[src/sv/segment_intersection_param_macros.svh]
// assertion macros for the segment intersection block
`ifndef SEGMENT_INTERSECTION_PARAM_MACROS_SVH
`define SEGMENT_INTERSECTION_PARAM_MACROS_SVH
`ifndef SYNTHESIS
`define SIP_ASSERT_NOW(lbl, ante, cons) \
    lbl: assert property (@(posedge i_clk) disable iff (!i_rst_n) (ante) |-> (cons)) \
        else $error("segment intersection assertion failed");
`define SIP_ASSERT_NEXT(lbl, ante, cons) \
    lbl: assert property (@(posedge i_clk) disable iff (!i_rst_n) (ante) |=> (cons)) \
        else $error("segment intersection assertion failed");
`else
`define SIP_ASSERT_NOW(lbl, ante, cons)
`define SIP_ASSERT_NEXT(lbl, ante, cons)
`endif
`endif

[src/sv/sip_pkg.sv]
`timescale 1ns / 1ps
package sip_pkg;

    localparam int FRAC_BITS_DEF   = 16;
    localparam int COORD_WIDTH_DEF = 32;
    localparam int LIMB            = 32;
    localparam int DIV_STEPS       = 32;
    localparam int CFG_IDX_W       = 2;
    localparam int CFG_DATA_W      = 32;

    localparam logic [CFG_IDX_W-1:0] CFG_DIST_TOL_SQ = 2'd0;
    localparam logic [CFG_IDX_W-1:0] CFG_PARAM_TOL   = 2'd1;
    localparam logic [CFG_IDX_W-1:0] CFG_MIN_COS     = 2'd2;

    localparam logic [2:0] KIND_NONE      = 3'd0;
    localparam logic [2:0] KIND_SHARED    = 3'd1;
    localparam logic [2:0] KIND_COLLINEAR = 3'd2;
    localparam logic [2:0] KIND_CROSS     = 3'd3;
    localparam logic [2:0] KIND_DEGEN     = 3'd4;

    typedef struct packed {
        logic signed [31:0] ax0;
        logic signed [31:0] ay0;
        logic signed [31:0] ax1;
        logic signed [31:0] ay1;
        logic signed [31:0] bx0;
        logic signed [31:0] by0;
        logic signed [31:0] bx1;
        logic signed [31:0] by1;
    } t_in;

    typedef struct packed {
        logic              hit;
        logic [2:0]        hit_kind;
        logic signed [31:0] t_param;
    } t_out;

    typedef struct packed {
        logic        hit;
        logic [2:0]  kind;
        logic        use_div;
        logic        neg;
        logic [31:0] t_fix;
    } t_div_side;

endpackage

[src/sv/sip_mul.sv]
`timescale 1ns / 1ps
module sip_mul #(
    parameter int WA = 33,
    parameter int WB = 33
) (
    input  logic              i_clk,
    input  logic              i_en,
    input  logic [WA-1:0]     i_a,
    input  logic [WB-1:0]     i_b,
    output logic [WA+WB-1:0]  o_p
);

    localparam int L  = sip_pkg::LIMB;
    localparam int NA = (WA + L - 1) / L;
    localparam int NB = (WB + L - 1) / L;
    localparam int PW = (NA + NB) * L;

    logic [NA*L-1:0]  a_ext;
    logic [NB*L-1:0]  b_ext;
    logic [2*L-1:0]   r_pp [NA*NB];
    logic [PW-1:0]    n_sum;
    logic [WA+WB-1:0] r_p;

    assign a_ext = (NA*L)'(i_a);
    assign b_ext = (NB*L)'(i_b);

    // limb partial products
    always_ff @(posedge i_clk) begin
        if (i_en) begin
            for (int i = 0; i < NA; i++) begin
                for (int j = 0; j < NB; j++) begin
                    r_pp[i*NB+j] <= (2*L)'(a_ext[i*L +: L]) * (2*L)'(b_ext[j*L +: L]);
                end
            end
        end
    end

    always_comb begin
        n_sum = '0;
        for (int i = 0; i < NA; i++) begin
            for (int j = 0; j < NB; j++) begin
                n_sum = n_sum + (PW'(r_pp[i*NB+j]) << (L*(i+j)));
            end
        end
    end

    always_ff @(posedge i_clk) begin
        if (i_en) begin
            r_p <= n_sum[WA+WB-1:0];
        end
    end

    assign o_p = r_p;

endmodule

[config.mk]
export PLATFORM = sky130hd
export DESIGN_NAME = sip_mul
export DESIGN_NICKNAME = d
export VERILOG_FILES = /design/src/sv/segment_intersection_param_macros.svh /design/src/sv/sip_pkg.sv /design/src/sv/sip_mul.sv
export SDC_FILE = /design/constraint.sdc
export NUM_CORES = 2
export LEC_CHECK = 0
export BUFFER_PORTS_ARGS = -buffer_cell sky130_fd_sc_hd__buf_2
export CORE_ASPECT_RATIO = 0.7
export CORE_MARGIN = 2
export CORE_UTILIZATION = 40
export DETAILED_ROUTE_END_ITERATION = 16
export SYNTH_ARGS = -nofsm -noshare
export SYNTH_HDL_FRONTEND = slang
export SYNTH_SLANG_ARGS = --single-unit
[constraint.sdc]
create_clock -name i_clk -period 23.5 [get_ports i_clk]
set_clock_uncertainty 0.1 [all_clocks]
set_input_delay 3.525 -clock i_clk [delete_from_list [all_inputs] [get_ports i_clk]]
set_output_delay 3.525 -clock i_clk [all_outputs]
set_load 0.01 [all_outputs]
==> key figures <==
Status
  • Outcome: completed

Clock tree
  • Clk_lat worst skew: 0.49 ns
  • Clock Path Buffers: 2
  • CTS resizes: 0
  • Clock transition at path regs: 0.10 ns
  • Post-CTS Setup Bufs: 0
  • Clk sinks: 195
  • Cts hold-fix bufs: 0
  • CTS tree: done
  • Max H-tree Level: 4
  • Clk root buf: clkbuf_16
  • Total CTS buffers: 17

Worst setup path
  • CP Cell Sequence: buf_2 > nand2_1 > fa_1 > inv_1 > fa_1 > inv_1 > fa_1 > inv_1 > fa_1 > fa_1 > fa_1 > fa_1 > fa_1 > ha_1 > and3_1 > nor3b_1 > nor3b_2 > o31ai_1 > a32oi_1 > a221oi_2 > o31ai_2 > a31oi_1 > xnor2_1
  • Most used cell, CP: fa_1
  • CP max FO: 33
  • Required @ worst endpoint: 23.65 ns
  • Worst setup EP type: register
  • CP max stage cell: buf_2
  • CP max stage delay: 0.77 ns
  • CP Launch Type: primary input
  • Critical path class: primary input to register
  • Crit path DAT: 11.61 ns

Detailed routing
  • Initial DRT Pass Iterations: 5
  • Final WL: 121000 um
  • Routed Antenna Nets: 0
  • Total number of vias: 28.6k
  • Via density: 5.15
  • DRC: 0
  • Initial DRC count: 2201
  • Routed wire per std cell: 21.9 um

Floorplanning
  • Rows: 99
  • Die Area: 107000 um^2
  • Core Area: 104000 um^2
  • Die span in y: 275 um
  • Initial Util: 40.3%
  • Width of the die: 391 um
  • IO Count: 134

Global route
  • Gr ovfl total: 0
  • Gr usage total: 23.4%
  • First-pass GRT wire length: 188000 um
  • Pin count of the biggest net entering global routing: 76
  • Vias in the first global route: 30.8k
  • Initial antenna violation count: 10

STA
  • Final hold viol count: 0
  • Unrepaired setup endpoints after global routing: no
  • Endpoints failing setup: 0
  • Fmax: 0.0873 GHz
  • Max_slew headroom: 28.1%
  • Fin crit share: 48.8%
  • Setup TNS: 0 ns
  • Period minus WS final: 11.46 ns
  • Fin. max-slew vios: 0
  • Tightest Pin Transition: 1.08 ns

Synth
  • Synth top area share: 44.4%
  • Async SR Flop Fraction: 0%
  • Synth top cells by count: fa_1, inv_1, and2_1, nand2_1, ha_1
  • Avg Inst Size Synth: 9.95 um^2
  • Synth area leader: fa_1
  • Ys flop type: edfxtp_1
  • Post-synth EDFFs: 195
  • Seq/Total Area, Yosys: 14.0%
  • Most common cell in the netlist: fa_1
  • Synth unique cells: 77
  • Cells after Synth: 4213
  • Yosys reg bits: 195
  • Warnings, synthesis: 0
  • Syn Std Cell Area: 41900 um^2
  • Net Count, Synth: 5505
  • Synth top area cells: fa_1, edfxtp_1, and2_1

Cells and area
  • Layout area overhead: 5.55%
  • Share of layout cells above drive strength 1: 5.20%
  • Post-route cell area: 44300 um^2
  • Fin nets: 5453
  • Layout Cells excl Fill: 5545

Placed design
  • Final Wtd Congestion: 0.930
  • Dpl hpwl: 89400 um
  • DP Area: 43600 um^2
  • Port buffer count: 133
  • Inst Count DP: 5505

Worst hold path
  • Hold Crit Class: register to register

Flow run
  • Maxcap violations: 0
worst max-delay path: cells and delay by family:
kind / cells / cell delay (ns)
XOR/XNOR: 1 / 0.15
buffers and inverters: 4 / 0.93
AND/OR/NAND/NOR: 4 / 1.17
adder cells (fa/ha/maj): 9 / 4.43
AO/OA/AOI/OAI: 5 / 1.34
path summary, 6_finish.rpt:
kind	start	slack, ns	cells after the start	to
worst max register to register	r_pp[0][33]	19.37	13	o_p[59]
worst min register to register	r_pp[0][11]	0.32	0	o_p[11]
worst min-delay path	r_pp[0][11]	0.32	0	o_p[11]
worst max-delay path	i_a[7]	12.04	23	r_pp[0][60]
per-layer routing:
layer,vias to the layer above,GRT usage [%],share of wire (%)
met5,-,0,0
met4,0,5.69,2.2
met3,144,7.27,10
met2,1102,34.3,42
met1,14800,33.7,45
li1,12500,-,-
cell type report:
class | instances | area, um^2
Tap cell | 1363 | 1710
Antenna cell | 8 | 20.0
Timing Repair Buffer | 156 | 847
Clock inverter | 15 | 225
Inverter | 869 | 3260
Clock buffer | 17 | 425
Fill cell | 10100 | 59800
Sequential cell | 195 | 5860
Multi-Input combinational cell | 2922 | 31900
per-stage QoR:
step	hold slack, ns	utilization [%]	setup WS (ns)
after floorplan	0.300	-	13.16
after global placement	0.300	41.9	11.57
after CTS	0.321	42.5	12.17
after global routing	0.323	42.5	11.71
after detailed placement	0.305	41.9	11.62
final	0.318	42.5	12.04
cell families after synthesis:
| kind of cell | count (synthesis) | share of synthesized area [%] |
|---|---|---|
| AO/OA/AOI/OAI | 283 | 4.59 |
| XOR/XNOR | 86 | 1.80 |
| adder cells (fa/ha/maj) | 1224 | 53.2 |
| buffers and inverters | 1096 | 9.92 |
| flip-flops | 195 | 14.0 |
| multiplexers | 1 | 0.0239 |
| AND/OR/NAND/NOR | 1328 | 16.6 |
flip-flops by register name, summed over array words and instances (netlist names):
| signal | flops |
|---|---|
| r_pp | 129 |
| o_p | 66 |
cells in the final DEF (no fill, tap or decap), types with 19 or more instances in the layout:
| cell type | Yosys | final |
|---|---|---|
| nand3_1 | 25 | 25 |
| edfxtp_1 | 195 | 195 |
| nand2_1 | 499 | 499 |
| and2_1 | 666 | 666 |
| buf_4 | 2 | 23 |
| inv_1 | 869 | 869 |
| nor2_1 | 46 | 46 |
| a21oi_1 | 84 | 84 |
| a21o_1 | 39 | 39 |
| buf_2 | 7 | 132 |
| o21ai_0 | 42 | 42 |
| ha_1 | 295 | 295 |
| nand4_1 | 24 | 24 |
| o21bai_1 | 19 | 19 |
| fa_1 | 929 | 929 |
| xor2_1 | 34 | 34 |
| xnor2_1 | 52 | 52 |
Power is left out: the tool's default activity adds up to more than one toggle a clock period on the data nets, which glitch-free logic cannot reach.
